<file path="src/rtl/wvpc_pkg.sv">
// Shared types, constants and saturation helpers for the wheel velocity PID controller.
`default_nettype none

package wvpc_pkg;

    // Default number of wheels handled by the state table
    localparam int NUM_WHEELS_DEF = 4;

    // Item kinds
    localparam logic [1:0] FUNC_EDGE = 2'd0;
    localparam logic [1:0] FUNC_TICK = 2'd1;
    localparam logic [1:0] FUNC_LOAD = 2'd2;
    localparam logic [1:0] FUNC_NONE = 2'd3;

    // Drive direction codes
    localparam logic [1:0] DIR_STOP = 2'd0;
    localparam logic [1:0] DIR_FWD  = 2'd1;
    localparam logic [1:0] DIR_REV  = 2'd2;

    // Configuration register indexes (byte address = 4 * index)
    localparam int         APB_ADDR_W          = 5;
    localparam logic [2:0] REG_SPEED_SCALE     = 3'd0;
    localparam logic [2:0] REG_LPF_WEIGHT      = 3'd1;
    localparam logic [2:0] REG_COEF_NOW        = 3'd2;
    localparam logic [2:0] REG_COEF_PREV       = 3'd3;
    localparam logic [2:0] REG_COEF_PREV2      = 3'd4;
    localparam logic [2:0] REG_COUNT_POLARITY  = 3'd5;

    // Register reset values
    localparam logic [15:0]        RST_SPEED_SCALE    = 16'd2494;
    localparam logic [16:0]        RST_LPF_WEIGHT     = 17'd65536;
    localparam logic signed [31:0] RST_COEF_NOW       = 32'sd3277000;
    localparam logic signed [31:0] RST_COEF_PREV      = -32'sd5242729;
    localparam logic signed [31:0] RST_COEF_PREV2     = 32'sd1966080;
    localparam logic [3:0]         RST_COUNT_POLARITY = 4'd10;

    // Fixed-point constants
    localparam logic [16:0] WEIGHT_ONE = 17'd65536;  // 1.0 in Q1.16
    localparam int          ROUND_HALF = 32768;      // half LSB before a 16-bit shift
    localparam int          CLAMP_Q8   = 65280;      // 255.0 in Q.8

    // Input transaction
    typedef struct packed {
        logic [1:0]         func;
        logic [1:0]         wheel;
        logic               dir_level;
        logic signed [23:0] setpoint;
        logic signed [15:0] pulse_value;
    } t_in;

    // Result transaction
    typedef struct packed {
        logic [1:0]         wheel_out;
        logic signed [31:0] position;
        logic signed [23:0] speed;
        logic [7:0]         duty;
        logic [1:0]         drive_dir;
    } t_out;

    // Configuration register values
    typedef struct packed {
        logic [15:0]        speed_scale;
        logic [16:0]        lpf_weight;
        logic signed [31:0] coef_now;
        logic signed [31:0] coef_prev;
        logic signed [31:0] coef_prev2;
        logic [3:0]         count_polarity;
    } t_cfg;

    // Per-wheel state entry
    typedef struct packed {
        logic [31:0]        pos;
        logic signed [15:0] win;
        logic signed [23:0] filt;
        logic signed [23:0] ep;
        logic signed [23:0] ep2;
        logic signed [47:0] last;
        logic [9:0]         hold;   // direction in 9..8, duty in 7..0
    } t_entry;

    function automatic logic signed [23:0] sat24(input logic signed [63:0] x);
        if (x > 64'sd8388607) begin
            return 24'sh7FFFFF;
        end else if (x < -64'sd8388608) begin
            return 24'sh800000;
        end
        return x[23:0];
    endfunction

    function automatic logic signed [47:0] sat48(input logic signed [63:0] x);
        if (x > 64'sh0000_7FFF_FFFF_FFFF) begin
            return 48'sh7FFF_FFFF_FFFF;
        end else if (x < -64'sh0000_8000_0000_0000) begin
            return 48'sh8000_0000_0000;
        end
        return x[47:0];
    endfunction

endpackage

`default_nettype wire

</file>
<file path="src/rtl/wheel_velocity_pid_controller.sv">
// Top level of the four-wheel incremental PID speed controller.
//
//  channel   direction  handshake               payload
//  input     in         i_in_valid/o_in_stall   i_in_data   (t_in)
//  result    out        o_out_valid/i_out_stall o_out_data  (t_out)
//  config    in/out     APB psel/penable/pready paddr/pwdata/prdata
//
// Encoder edge, load, unused code and out-of-range wheel: read state, then result state.
// Control tick: six passes through the one shared 32x25 multiplier.
// One transaction is in flight at a time; the entry is read, updated and written back.
// The result register lets the next transaction be taken while a result is stalled.
// Synchronous reset clears the valid bits, so every wheel entry reads as zero.
`default_nettype none

module wheel_velocity_pid_controller #(
    parameter int NUM_WHEELS = wvpc_pkg::NUM_WHEELS_DEF
) (
    input  wire logic                            i_clk,
    input  wire logic                            i_rst_n,
    input  wire logic                            i_in_valid,
    output logic                                 o_in_stall,
    input  wire wvpc_pkg::t_in                   i_in_data,
    output logic                                 o_out_valid,
    input  wire logic                            i_out_stall,
    output wvpc_pkg::t_out                       o_out_data,
    input  wire logic                            psel,
    input  wire logic                            penable,
    input  wire logic                            pwrite,
    input  wire logic [wvpc_pkg::APB_ADDR_W-1:0] paddr,
    input  wire logic [31:0]                     pwdata,
    output logic [31:0]                          prdata,
    output logic                                 pready
);

    localparam int AW = (NUM_WHEELS > 1) ? $clog2(NUM_WHEELS) : 1;

    wvpc_pkg::t_cfg   cfg;
    wvpc_pkg::t_entry mem_wr_data;
    wvpc_pkg::t_entry mem_rd_data;
    wvpc_pkg::t_out   res;
    logic             mem_rd_en;
    logic             mem_wr_en;
    logic [AW-1:0]    mem_addr;
    logic             res_valid;
    logic             res_free;
    logic             r_out_valid;
    wvpc_pkg::t_out   r_out_data;

    wvpc_cfg u_cfg (
        .i_clk   (i_clk),
        .i_rst_n (i_rst_n),
        .psel    (psel),
        .penable (penable),
        .pwrite  (pwrite),
        .paddr   (paddr),
        .pwdata  (pwdata),
        .prdata  (prdata),
        .pready  (pready),
        .o_cfg   (cfg)
    );

    wvpc_mem #(.NUM_WHEELS(NUM_WHEELS)) u_mem (
        .i_clk     (i_clk),
        .i_rst_n   (i_rst_n),
        .i_rd_en   (mem_rd_en),
        .i_wr_en   (mem_wr_en),
        .i_addr    (mem_addr),
        .i_wr_data (mem_wr_data),
        .o_rd_data (mem_rd_data)
    );

    wvpc_seq #(.NUM_WHEELS(NUM_WHEELS)) u_seq (
        .i_clk         (i_clk),
        .i_rst_n       (i_rst_n),
        .i_in_valid    (i_in_valid),
        .o_in_stall    (o_in_stall),
        .i_in_data     (i_in_data),
        .i_cfg         (cfg),
        .o_mem_rd_en   (mem_rd_en),
        .o_mem_wr_en   (mem_wr_en),
        .o_mem_addr    (mem_addr),
        .o_mem_wr_data (mem_wr_data),
        .i_mem_rd_data (mem_rd_data),
        .i_res_free    (res_free),
        .o_res_valid   (res_valid),
        .o_res         (res)
    );

    // Result register
    assign res_free = !r_out_valid || !i_out_stall;

    always_ff @(posedge i_clk) begin
        if (!i_rst_n) begin
            r_out_valid <= 1'b0;
        end else if (res_valid) begin
            r_out_valid <= 1'b1;
        end else if (!i_out_stall) begin
            r_out_valid <= 1'b0;
        end
    end

    always_ff @(posedge i_clk) begin
        if (res_valid) begin
            r_out_data <= res;
        end
    end

    assign o_out_valid = r_out_valid;
    assign o_out_data  = r_out_data;

endmodule

`default_nettype wire

</file>
<file path="src/rtl/wvpc_cfg.sv">
// APB configuration register file for the wheel velocity PID controller.
`default_nettype none

module wvpc_cfg (
    input  wire logic                                i_clk,
    input  wire logic                                i_rst_n,
    input  wire logic                                psel,
    input  wire logic                                penable,
    input  wire logic                                pwrite,
    input  wire logic [wvpc_pkg::APB_ADDR_W-1:0]     paddr,
    input  wire logic [31:0]                         pwdata,
    output logic [31:0]                              prdata,
    output logic                                     pready,
    output wvpc_pkg::t_cfg                           o_cfg
);

    logic [2:0]         reg_idx;
    logic               wr_en;
    logic [15:0]        r_speed_scale;
    logic [16:0]        r_lpf_weight;
    logic signed [31:0] r_coef_now;
    logic signed [31:0] r_coef_prev;
    logic signed [31:0] r_coef_prev2;
    logic [3:0]         r_count_polarity;

    assign reg_idx = paddr[4:2];
    assign wr_en   = psel && penable && pwrite;
    assign pready  = 1'b1;

    // Register writes
    always_ff @(posedge i_clk) begin
        if (!i_rst_n) begin
            r_speed_scale    <= wvpc_pkg::RST_SPEED_SCALE;
            r_lpf_weight     <= wvpc_pkg::RST_LPF_WEIGHT;
            r_coef_now       <= wvpc_pkg::RST_COEF_NOW;
            r_coef_prev      <= wvpc_pkg::RST_COEF_PREV;
            r_coef_prev2     <= wvpc_pkg::RST_COEF_PREV2;
            r_count_polarity <= wvpc_pkg::RST_COUNT_POLARITY;
        end else if (wr_en) begin
            unique case (reg_idx)
                wvpc_pkg::REG_SPEED_SCALE:    r_speed_scale    <= pwdata[15:0];
                wvpc_pkg::REG_LPF_WEIGHT:     r_lpf_weight     <= pwdata[16:0];
                wvpc_pkg::REG_COEF_NOW:       r_coef_now       <= pwdata;
                wvpc_pkg::REG_COEF_PREV:      r_coef_prev      <= pwdata;
                wvpc_pkg::REG_COEF_PREV2:     r_coef_prev2     <= pwdata;
                wvpc_pkg::REG_COUNT_POLARITY: r_count_polarity <= pwdata[3:0];
                default: ;
            endcase
        end
    end

    // Read mux
    always_comb begin
        unique case (reg_idx)
            wvpc_pkg::REG_SPEED_SCALE:    prdata = {16'd0, r_speed_scale};
            wvpc_pkg::REG_LPF_WEIGHT:     prdata = {15'd0, r_lpf_weight};
            wvpc_pkg::REG_COEF_NOW:       prdata = r_coef_now;
            wvpc_pkg::REG_COEF_PREV:      prdata = r_coef_prev;
            wvpc_pkg::REG_COEF_PREV2:     prdata = r_coef_prev2;
            wvpc_pkg::REG_COUNT_POLARITY: prdata = {28'd0, r_count_polarity};
            default:                      prdata = 32'd0;
        endcase
    end

    assign o_cfg.speed_scale    = r_speed_scale;
    assign o_cfg.lpf_weight     = r_lpf_weight;
    assign o_cfg.coef_now       = r_coef_now;
    assign o_cfg.coef_prev      = r_coef_prev;
    assign o_cfg.coef_prev2     = r_coef_prev2;
    assign o_cfg.count_polarity = r_count_polarity;

endmodule

`default_nettype wire

</file>
<file path="src/rtl/wvpc_mem.sv">
// Per-wheel state table: synchronous memory with registered read and per-entry valid bits.
`default_nettype none

module wvpc_mem #(
    parameter  int NUM_WHEELS = wvpc_pkg::NUM_WHEELS_DEF,
    localparam int AW         = (NUM_WHEELS > 1) ? $clog2(NUM_WHEELS) : 1
) (
    input  wire logic             i_clk,
    input  wire logic             i_rst_n,
    input  wire logic             i_rd_en,
    input  wire logic             i_wr_en,
    input  wire logic [AW-1:0]    i_addr,
    input  wire wvpc_pkg::t_entry i_wr_data,
    output wvpc_pkg::t_entry      o_rd_data
);

    wvpc_pkg::t_entry        r_mem [NUM_WHEELS];
    logic [NUM_WHEELS-1:0]   r_valid;
    wvpc_pkg::t_entry        r_rd_data;
    logic                    r_rd_ok;

    // Storage array
    always_ff @(posedge i_clk) begin
        if (i_wr_en) begin
            r_mem[i_addr] <= i_wr_data;
        end
        if (i_rd_en) begin
            r_rd_data <= r_mem[i_addr];
        end
    end

    // Valid bits: an entry never written reads as all zeros
    always_ff @(posedge i_clk) begin
        if (!i_rst_n) begin
            r_valid <= '0;
            r_rd_ok <= 1'b0;
        end else begin
            if (i_wr_en) begin
                r_valid[i_addr] <= 1'b1;
            end
            if (i_rd_en) begin
                r_rd_ok <= r_valid[i_addr];
            end
        end
    end

    assign o_rd_data = r_rd_ok ? r_rd_data : '0;

endmodule

`default_nettype wire

</file>
<file path="src/rtl/wvpc_seq.sv">
// Sequencer and shared-multiplier datapath: read, update and write back one wheel entry.
`default_nettype none

module wvpc_seq #(
    parameter  int NUM_WHEELS = wvpc_pkg::NUM_WHEELS_DEF,
    localparam int AW         = (NUM_WHEELS > 1) ? $clog2(NUM_WHEELS) : 1
) (
    input  wire logic             i_clk,
    input  wire logic             i_rst_n,
    input  wire logic             i_in_valid,
    output logic                  o_in_stall,
    input  wire wvpc_pkg::t_in    i_in_data,
    input  wire wvpc_pkg::t_cfg   i_cfg,
    output logic                  o_mem_rd_en,
    output logic                  o_mem_wr_en,
    output logic [AW-1:0]         o_mem_addr,
    output wvpc_pkg::t_entry      o_mem_wr_data,
    input  wire wvpc_pkg::t_entry i_mem_rd_data,
    input  wire logic             i_res_free,
    output logic                  o_res_valid,
    output wvpc_pkg::t_out        o_res
);

    localparam logic [3:0] S_IDLE  = 4'd0;
    localparam logic [3:0] S_READ  = 4'd1;
    localparam logic [3:0] S_FILT  = 4'd2;
    localparam logic [3:0] S_RAW   = 4'd3;
    localparam logic [3:0] S_BLEND = 4'd4;
    localparam logic [3:0] S_ERR   = 4'd5;
    localparam logic [3:0] S_P0    = 4'd6;
    localparam logic [3:0] S_P1    = 4'd7;
    localparam logic [3:0] S_P2    = 4'd8;
    localparam logic [3:0] S_SUM   = 4'd9;
    localparam logic [3:0] S_OUT   = 4'd10;
    localparam logic [3:0] S_DRV   = 4'd11;
    localparam logic [3:0] S_RES   = 4'd12;

    logic [3:0]         r_state, n_state;
    wvpc_pkg::t_in      r_item;
    wvpc_pkg::t_entry   r_ent;
    wvpc_pkg::t_entry   rd_next;
    logic               r_ok;
    logic               r_wr;
    logic signed [56:0] r_p;
    logic signed [57:0] r_acc;
    logic signed [23:0] r_raw;
    logic signed [23:0] r_e;

    logic               accept;
    logic               in_range;
    logic               pol;
    logic               step_up;
    logic [16:0]        wt;
    logic [16:0]        inv_wt;
    logic signed [31:0] mul_a;
    logic signed [24:0] mul_b;
    logic signed [56:0] prod;
    logic signed [57:0] blend_sum;
    logic signed [24:0] err_diff;
    logic signed [57:0] round_sum;
    logic signed [41:0] d_q8;
    logic signed [48:0] out_sum;
    logic signed [16:0] clamped;
    logic [16:0]        mag;
    logic [1:0]         dir;

    assign accept     = i_in_valid && (r_state == S_IDLE);
    assign o_in_stall = (r_state != S_IDLE);
    assign in_range   = int'(r_item.wheel) < NUM_WHEELS;

    // Memory port: read on accept, write back while the result is handed over
    assign o_mem_rd_en   = accept;
    assign o_mem_wr_en   = (r_state == S_RES) && r_wr;
    assign o_mem_addr    = (r_state == S_IDLE) ? AW'(i_in_data.wheel) : AW'(r_item.wheel);
    assign o_mem_wr_data = r_ent;

    // Edge, load and tick updates of the entry just read
    assign pol     = i_cfg.count_polarity[r_item.wheel];
    assign step_up = (r_item.dir_level == pol);
    always_comb begin
        rd_next = i_mem_rd_data;
        case (r_item.func)
            wvpc_pkg::FUNC_EDGE: begin
                rd_next.pos = step_up ? i_mem_rd_data.pos + 32'd1 : i_mem_rd_data.pos - 32'd1;
                rd_next.win = step_up ? i_mem_rd_data.win + 16'sd1
                                      : i_mem_rd_data.win - 16'sd1;
            end
            wvpc_pkg::FUNC_TICK: rd_next.win = '0;
            wvpc_pkg::FUNC_LOAD: rd_next.win = r_item.pulse_value;
            default: ;
        endcase
    end

    // Low-pass weights
    assign wt     = (i_cfg.lpf_weight > wvpc_pkg::WEIGHT_ONE) ? wvpc_pkg::WEIGHT_ONE
                                                               : i_cfg.lpf_weight;
    assign inv_wt = wvpc_pkg::WEIGHT_ONE - wt;

    // Shared multiplier operand select
    always_comb begin
        case (r_state)
            S_READ: begin
                mul_a = 32'(i_mem_rd_data.win);
                mul_b = {9'd0, i_cfg.speed_scale};
            end
            S_FILT: begin
                mul_a = 32'(r_ent.filt);
                mul_b = {8'd0, inv_wt};
            end
            S_RAW: begin
                mul_a = 32'(r_raw);
                mul_b = {8'd0, wt};
            end
            S_P0: begin
                mul_a = i_cfg.coef_now;
                mul_b = 25'(r_e);
            end
            S_P1: begin
                mul_a = i_cfg.coef_prev;
                mul_b = 25'(r_ent.ep);
            end
            S_P2: begin
                mul_a = i_cfg.coef_prev2;
                mul_b = 25'(r_ent.ep2);
            end
            default: begin
                mul_a = '0;
                mul_b = '0;
            end
        endcase
    end
    assign prod = mul_a * mul_b;

    // Blend, error, PID rounding and output accumulation
    assign blend_sum = r_acc + 58'(r_p) + 58'(wvpc_pkg::ROUND_HALF);
    assign err_diff  = 25'(r_item.setpoint) - 25'(r_ent.filt);
    assign round_sum = r_acc + 58'(wvpc_pkg::ROUND_HALF);
    assign d_q8      = round_sum[57:16];
    assign out_sum   = 49'(r_ent.last) + 49'(d_q8);

    // Clamp to +-255.0 and split into duty and direction
    always_comb begin
        if (r_ent.last > 48'(wvpc_pkg::CLAMP_Q8)) begin
            clamped = 17'(wvpc_pkg::CLAMP_Q8);
        end else if (r_ent.last < -48'(wvpc_pkg::CLAMP_Q8)) begin
            clamped = -17'(wvpc_pkg::CLAMP_Q8);
        end else begin
            clamped = r_ent.last[16:0];
        end
        mag = clamped[16] ? 17'(-clamped) : 17'(clamped);
        if (clamped > 17'sd0) begin
            dir = wvpc_pkg::DIR_FWD;
        end else if (clamped < 17'sd0) begin
            dir = wvpc_pkg::DIR_REV;
        end else begin
            dir = wvpc_pkg::DIR_STOP;
        end
    end

    // Next state
    always_comb begin
        n_state = r_state;
        unique case (r_state)
            S_IDLE:  if (accept) n_state = S_READ;
            S_READ:  n_state = (in_range && r_item.func == wvpc_pkg::FUNC_TICK) ? S_FILT : S_RES;
            S_FILT:  n_state = S_RAW;
            S_RAW:   n_state = S_BLEND;
            S_BLEND: n_state = S_ERR;
            S_ERR:   n_state = S_P0;
            S_P0:    n_state = S_P1;
            S_P1:    n_state = S_P2;
            S_P2:    n_state = S_SUM;
            S_SUM:   n_state = S_OUT;
            S_OUT:   n_state = S_DRV;
            S_DRV:   n_state = S_RES;
            S_RES:   if (i_res_free) n_state = S_IDLE;
            default: n_state = S_IDLE;
        endcase
    end

    always_ff @(posedge i_clk) begin
        if (!i_rst_n) begin
            r_state <= S_IDLE;
        end else begin
            r_state <= n_state;
        end
    end

    // Datapath registers
    always_ff @(posedge i_clk) begin
        case (r_state)
            S_IDLE: if (accept) r_item <= i_in_data;
            S_READ: begin
                r_ent <= rd_next;
                r_p   <= prod;
                r_ok  <= in_range;
                r_wr  <= in_range && (r_item.func != wvpc_pkg::FUNC_NONE);
            end
            S_FILT: begin
                r_raw <= wvpc_pkg::sat24(64'(r_p));
                r_p   <= prod;
            end
            S_RAW: begin
                r_acc <= 58'(r_p);
                r_p   <= prod;
            end
            S_BLEND: r_ent.filt <= blend_sum[39:16];
            S_ERR:   r_e <= wvpc_pkg::sat24(64'(err_diff));
            S_P0:    r_p <= prod;
            S_P1: begin
                r_acc <= 58'(r_p);
                r_p   <= prod;
            end
            S_P2: begin
                r_acc <= r_acc + 58'(r_p);
                r_p   <= prod;
            end
            S_SUM:   r_acc <= r_acc + 58'(r_p);
            S_OUT:   r_ent.last <= wvpc_pkg::sat48(64'(out_sum));
            S_DRV: begin
                r_ent.hold <= {dir, mag[15:8]};
                r_ent.ep2  <= r_ent.ep;
                r_ent.ep   <= r_e;
            end
            default: ;
        endcase
    end

    // Result
    assign o_res_valid       = (r_state == S_RES) && i_res_free;
    assign o_res.wheel_out   = r_item.wheel;
    assign o_res.position    = r_ok ? r_ent.pos : '0;
    assign o_res.speed       = r_ok ? r_ent.filt : '0;
    assign o_res.duty        = r_ok ? r_ent.hold[7:0] : '0;
    assign o_res.drive_dir   = r_ok ? r_ent.hold[9:8] : wvpc_pkg::DIR_STOP;

endmodule

`default_nettype wire

</file>
<file path="config.mk">
export PLATFORM = sky130hd
export DESIGN_NAME = wheel_velocity_pid_controller
export DESIGN_NICKNAME = d
export VERILOG_FILES = /design/src/rtl/wvpc_pkg.sv /design/src/rtl/wheel_velocity_pid_controller.sv /design/src/rtl/wvpc_cfg.sv /design/src/rtl/wvpc_mem.sv /design/src/rtl/wvpc_seq.sv
export SDC_FILE = /design/constraint.sdc
export NUM_CORES = 2
export LEC_CHECK = 0
export ABC_AREA = 1
export CORE_MARGIN = 2
export CORE_UTILIZATION = 65
export DETAILED_ROUTE_END_ITERATION = 8
export DONT_BUFFER_PORTS = 1
export HOLD_SLACK_MARGIN = 0.05
export PLACE_DENSITY = 0.79
export SYNTH_ARGS = -nofsm -noshare
export SYNTH_HDL_FRONTEND = slang
export SYNTH_SLANG_ARGS = --single-unit
</file>
<file path="constraint.sdc">
create_clock -name i_clk -period 17.8 [get_ports i_clk]
set_input_delay 2.67 -clock i_clk [delete_from_list [all_inputs] [get_ports i_clk]]
set_output_delay 2.67 -clock i_clk [all_outputs]
set_load 0.01 [all_outputs]
</file>
* Yosys cells after proc, flatten, opt, wreduce, memory -nomap -nowiden *
Memory sizes are Yosys's and may differ from the RTL's. A register that Yosys moved wholly into a read port is not among the register bits.
Index checks and enable logic that the tools add are counted.

storage, ports and cells
  bits of input ports = 89
  logic and storage cells = 164
  memory bits (writable) = 712
  memories kept = 1
  register bits after elaboration = 598
  output and inout bits = 103

operators by class
  equal/unequal tests = 24
  bitwise gates (word level) = 1
  reduce and logical (&&, ||, !) cells = 28
  muxes and demuxes = 52
  multiply operators = 1
  magnitude comparators = 14
  add/sub/neg operators = 11

memories
  name         words  bits a word  read ports  clocked after memory_dff  wr ports  RTL line        text
  u_mem.r_mem  4      178          1           1                         1         wvpc_mem.sv:17  wvpc_pkg::t_entry r_mem [NUM_WHEELS];

operator list
  cell                    count
  $pmux 32 s6             2
  $pmux 48 s2             2
  $mux 178                1
  $pmux 25 s6             1
  $mux 24                 6
  $mux 48                 3
  $pmux 58 s2             1
  $mux 32                 2
  $add 58x17->58 const B  1
  $add 58x57->58          1
  $gt 57x24->1 const B    1
  $lt 57x24->1 const B    1
  $mul 32x25->57          1
  $pmux 4 s13             1
  $mux 17                 3
  $add 48x42->49          1
  $gt 49x48->1 const B    1
  $lt 49x48->1 const B    1
  $gt 48x17->1 const B    1
  $lt 48x17->1 const B    1
  $pmux 16 s3             1
  $pmux 24 s2             1
  $add 40x17->40 const B  1
  $add 32x1->32 const B   1
  other kinds (44)        95

* Logic depth before layout (Yosys ltp) *
  depth in word-level cells = 8
  depth in mapped cells = 47
  gate-level depth less buffers = 45

* Cells and area by module *
From an unflattened synthesis, not the netlist that was laid out.

second synthesis, totals
  cell total of the unflattened synthesis = 10958
  area total of the unflattened synthesis = 101524.9 sq um

modules (own cells, without submodules)
  module                         area an instance (sq um)  sequential area each (sq um)  cells an instance  instances
  wvpc_seq                       60755.8                   11701.2                       7797               1
  wvpc_mem                       32303.5                   26825.7                       2088               1
  wvpc_cfg                       6381.1                    2662.6                        1000               1
  wheel_velocity_pid_controller  2084.5                    2062.0                        73                 1

* Least setup slack after synthesis *
OpenSTA, ideal clock, no wires.

  path kind = reg-to-reg
  start point = register u_seq.r_state[3]
  end point = register u_seq.r_p[56], data pin
  buffers on the path = 2
  arrival = 8911 ps
  stages on the path, launching flop included = 29
  slack = 8630 ps
  library setup time = 260 ps
  path through = dfxtp_1 > nor2_1 > inv_2 > nor2_1 > clkbuf_1 > a221oi_1 > o221ai_1 > buf_2 > nand2_1 > fa_1 > inv_1 > fa_1 > fa_1 > inv_1 > fa_1 > inv_1 > fa_1 > inv_1 > fa_1 > inv_1 > ha_1 > nand2_1 > nor2_1 > inv_1 > nor3_1 > nand3_1 > o211ai_1 > a31oi_1 > xnor2_1

on the way
  longest elaborated chain between the ends = 3
  elaborated cells on any way between the ends = 9

RTL lines
  item                                               RTL line         text
  from (decl)                                        wvpc_seq.sv:38   logic [3:0] r_state, n_state;
  from (signal assigned)                             wvpc_seq.sv:185  r_state <= n_state;
  $eq 4x4->1 (tied with other cells)                 wvpc_seq.sv:101  case (r_state)
  $pmux 32 s6 / $pmux 25 s6 (equally long branches)  wvpc_seq.sv:101
  $mul 32x25->57 *                                   wvpc_seq.sv:132  assign prod = mul_a * mul_b;
  via u_seq.prod[56]                                 wvpc_seq.sv:57   logic signed [56:0] prod;
  to (signal assigned)                               wvpc_seq.sv:195  r_p <= prod;
  to (signal assigned)                               wvpc_seq.sv:201  r_p <= prod;
  to (signal assigned)                               wvpc_seq.sv:205  r_p <= prod;
  to (decl)                                          wvpc_seq.sv:44   logic signed [56:0] r_p;

Mark *: on every way through the listed nets, which the timed path passes. The rest lies on a longest branch.
A chain may end at the register's enable or synchronous reset.

* Worst setup path in the final report *
  start point = register u_cfg.r_lpf_weight[13]
  end point = register u_seq.r_p[55], data pin

on the way
  longest elaborated chain between the ends = 5

RTL lines
  item                    RTL line         text
  from (decl)             wvpc_cfg.sv:20   logic [16:0] r_lpf_weight;
  from (signal assigned)  wvpc_cfg.sv:34   r_lpf_weight <= wvpc_pkg::RST_LPF_WEIGHT;
  from (signal assigned)  wvpc_cfg.sv:42   wvpc_pkg::REG_LPF_WEIGHT: r_lpf_weight <= pwdata[16:0];
  $gt 17x17->1            wvpc_seq.sv:95   assign wt = (i_cfg.lpf_weight > wvpc_pkg::WEIGHT_ONE) ? wvpc_pkg::WEIGHT_ONE
  $mux 17 *               wvpc_seq.sv:95
  $sub 17x17->17          wvpc_seq.sv:97   assign inv_wt = wvpc_pkg::WEIGHT_ONE - wt;
  $pmux 25 s6 *           wvpc_seq.sv:101
  $mul 32x25->57 *        wvpc_seq.sv:132
  via u_seq.prod[55]      wvpc_seq.sv:57

Marked as above.

==> metrics.md <==
| Metric | Value |
|---|---|
| Setup crit end kind | flip-flop |
| Worst Path Max Fanout | 22 |
| Ranking of synthesized cells by area | edfxtp_1 (41%), fa_1 (17%), nand2_1 (9.0%), inv_1 (7.3%), ha_1 (4.2%) |
| DRT iter0 DRCs | between 10000 and 15000 |
| Die ar. | about 160000 um^2 |
| CTS root buf | clkbuf_16 |
| Post-CTS sizing | 0 |
| Most Frequent Cell on Critical Path | inv_1 |
| H-Tree Depth | 4 |
| Clock Skew | 99.68 ps |
| Worst stage delay on the critical path | just under 700 ps |
| Status | complete, no violations |
| Placer congestion estimate | about 1 |
| Max_cap viols | 0 |
| Die Y | 394.7 um |
| Post-synth top area share | 0.4071 |
| # fillers | between 10000 and 15000 |
| Via density | roughly 6.2 |
| Worst path slowest cell | fa_1 |
| Site row count | ~140 |
| First-pass GRT wire length | 472400 um |
| Vias in the first global route | ~76000 |
| P_sw | 6.032 mW |
| Yosys warns | 0 |
| Initial Util | 0.6539 |
| Data required, critical path | about 18000 ps |
| Crit path kind | flip-flop to flip-flop |
| Clock power frac | 0.235 |
| Core area | 151700 um^2 |
| Top FF cell, synth | edfxtp_1 |
| Final net count | about 12000 |
| Wirelength per Cell | 25.33 um |
| Hold crit path type | flip-flop to flip-flop |
| Setup violators final | 0 |
| Area grow syn2layout | 7.495% |
| Max Slew Vio Count | 0 |
| Synthesized area per cell | about 9.5 um^2 |
| Layout cells sized above 1 | 0.05037 |
| Number of synthesized flops with an enable pin | around 1300 |
| Post-route setup slack | 6853 ps |
| Register Area | between 40000 and 50000 um^2 |
| Max Buffers Root-to-Sink | 3 |
| CTS tree | built |
| Hold Buf Count CTS | 0 |
| Total power draw | approximately 14 mW |
| Slew margin rel. | 0.1469 |
| Switching portion of total power | 0.4274 |
| Delay-heaviest family, CP | adder cells |
| Post-synth cell types | between 60 and 70 |
| Worst slew pin tran | ~1300 ps |
| Int Power | 8.081 mW |
| Max Freq | 91.35 MHz |
| CTS Sinks | 1488 |
| GR Util All Layers | 0.4080 |
| Ys async rst share | 0 |
| CP arrival | ~11000 ps |
| Largest net degree at the start of global routing | roughly 130 |
| Syn Nets | approximately 12000 |
| Postcts setup bufs | 0 |
| Pre-CTS setup slack | approximately 7200 ps |
| Final hold vios | 0 |
| Clock latency on the worst-skew pair | ~860 ps |
| Hold_ws | roughly 450 ps |
| # IOs | about 190 |
| Max rail drop VDD | approximately 0.00013 V |
| Post-route minimum period | about 11000 ps |
| Power density over the cells | between 100 and 150 nW/um^2 |
| Synth Instances | roughly 10000 |
| Flop pwr share | 0.357 |
| Total iterations of the first detailed-routing run | 8 |
| Mapped cell area | approximately 99000 um^2 |
| PortBufs | 0 |
| Setup TNS | 0 ps |
| Leakage | roughly 47 nW |
| RSZ-0062 raised after global routing | false |
| Gr ovfl total | 0 |
| Die width | between 300 and 400 um |
| Seq/Total Area, Yosys | 0.4360 |
| Final HPWL DP | around 230000 um |
| Bufs and invs on worst path | 10 |
| Worst setup SP type | flip-flop |
| DRC Markers | 0 |
| #FFs+latches synth | roughly 1500 |
| Vias | between 70000 and 80000 |
| CTS clock-pin slew for the worst setup and hold paths | about 60 ps |
| Antenna violations before repair | 32 |
| Final Cycle Share | 0.6150 |
| TritonCTS Buffers | roughly 150 |
| Final ANT Viol Nets | 0 |
| Largest area contributor in the netlist | edfxtp_1 |
| Final wirelength | roughly 320000 um |
| Comb power frac | 0.408 |
| Post-layout util | 0.7029 |
| Multi-input gate area | between 40000 and 50000 um^2 |
[layer usage]
| layer | vias to the layer above | GRT usage | share of wire |
|---|---|---|---|
| met4 | 20 | 0.1798 | 0.051 |
| li1 | 33640 | - | - |
| met3 | 976 | 0.1028 | 0.13 |
| met1 | 37704 | 0.5734 | 0.39 |
| met5 | - | 0 | 0.00054 |
| met2 | 5064 | 0.6055 | 0.43 |
[registers in the layout, summed over array words and instances, names as in the netlist]
signal                  flops
o_out_data                 68
o_out_valid                 1
u_cfg.r_coef_now           32
u_cfg.r_coef_prev          32
u_cfg.r_coef_prev2         32
u_cfg.r_count_polarity      4
u_cfg.r_lpf_weight         17
u_cfg.r_speed_scale        16
u_mem.r_mem               712
u_mem.r_rd_data           178
u_mem.r_rd_ok               1
u_mem.r_valid               4
u_seq.o_mem_wr_data       178
u_seq.o_res                 2
u_seq.r_acc                58
u_seq.r_e                  24
u_seq.r_item               43
u_seq.r_p                  57
u_seq.r_raw                24
u_seq.r_state               4
u_seq.r_wr                  1
[worst reg2reg max path: cells and delay by family (launching register included)]
| kind | cells | cell delay (ps) |
|---|---|---|
| fa+ha+maj | 9 | 4600 |
| buf+inv | 10 | 1820 |
| flops | 1 | 310 |
| compound gates | 2 | 330 |
| simple gates | 18 | 3450 |
| xor+xnor | 1 | 140 |
[synth_stat cells (12+ instances only)]
library cell and number:
nand3b_1 15, ha_1 331, dfxtp_1 143, inv_2 36
or2_2 18, a22oi_1 260, nand2_1 2369, a22o_1 24
nand3_1 317, buf_1 12, o21a_1 16, nor2_1 713
inv_1 1930, o211ai_1 36, xnor2_1 92, o221ai_1 24
o21ai_0 485, xor2_1 122, buf_2 123, o21bai_1 18
edfxtp_1 1345, nor4_1 36, nand4_1 76, fa_1 824
a31oi_1 34, nand2_2 21, a21oi_1 445, a221oi_1 44
o21ai_1 22, nor2_2 18, o22ai_1 42, nor3_1 86
clkbuf_1 193, clkinv_1 12, a21o_1 17
[layout by cell type (no fill, tap or decap), drive strengths merged, types with 92 or more instances in the layout]
cell and n:
buf 124, fa 824, a22oi 260, nor2 740
ha 331, inv 1974, edfxtp 1345, a21oi 446
clkbuf 186, xor2 124, nand3 327, nand2 2390
nor3 98, o21ai 513, dfxtp 143, xnor2 92
[worst paths after layout]
| kind | startpoint | to | cells after the start | slack [ps] |
|---|---|---|---|---|
| setup / recovery | u_cfg.r_lpf_weight[13]$_SDFFE_PN0P_ | u_seq.r_p[55]$_DFFE_PP_ | 40 | 6850 |
| hold / removal | u_seq.o_res[67]$_DFFE_PP_ | o_out_data[67]$_DFFE_PP_ | 0 | 450 |
| setup reg to reg | u_cfg.r_lpf_weight[13]$_SDFFE_PN0P_ | u_seq.r_p[55]$_DFFE_PP_ | 40 | 6850 |
| hold reg to reg | u_seq.o_res[67]$_DFFE_PP_ | o_out_data[67]$_DFFE_PP_ | 0 | 450 |
[cells by family (layout without fill, tap and decap cells)]
group           Yosys count  after routing  synth area share
simple gates           3720           3720            0.1544
buf+inv                2324           2385           0.09043
compound gates         1518           1518           0.09198
flops                  1488           1488            0.4360
fa+ha+maj              1155           1155            0.2080
xor+xnor                216            216           0.01922
other cells               1             10        0.00003780
[power groups by stage]
stage / Combinational [mW] / Sequential [mW] / Clock [mW]
after floorplan: 3.77 / 4.88 / 0
after global placement: 5.45 / 5.07 / 0
after detailed placement: 5.56 / 5.08 / 0
after CTS: 5.61 / 5.02 / 3.32
after global routing: 6.24 / 5.06 / 3.46
final: 5.76 / 5.04 / 3.31
[metrics by stage]
stage                     std cells  instance area [um^2]
after floorplan               10422                 99210
after global placement        12230                101400
after detailed placement      12230                101400
after CTS                     12513                106600
after global routing          12513                106600
final                         12522                106600
[area by class of cell]
cell class / count / share of cell area
multi-input cells: 6610 / 0.4427
inverters: 1978 / 0.06997
repair buffers: 124 / 0.009081
well taps: 2030 / 0.02382
diodes: 9 / 0.0002112
flip-flops and latches: 1488 / 0.4056
clock inverters: 97 / 0.01174
clock buffers: 186 / 0.03686
Note: power is estimated with default switching activity, not from simulation.
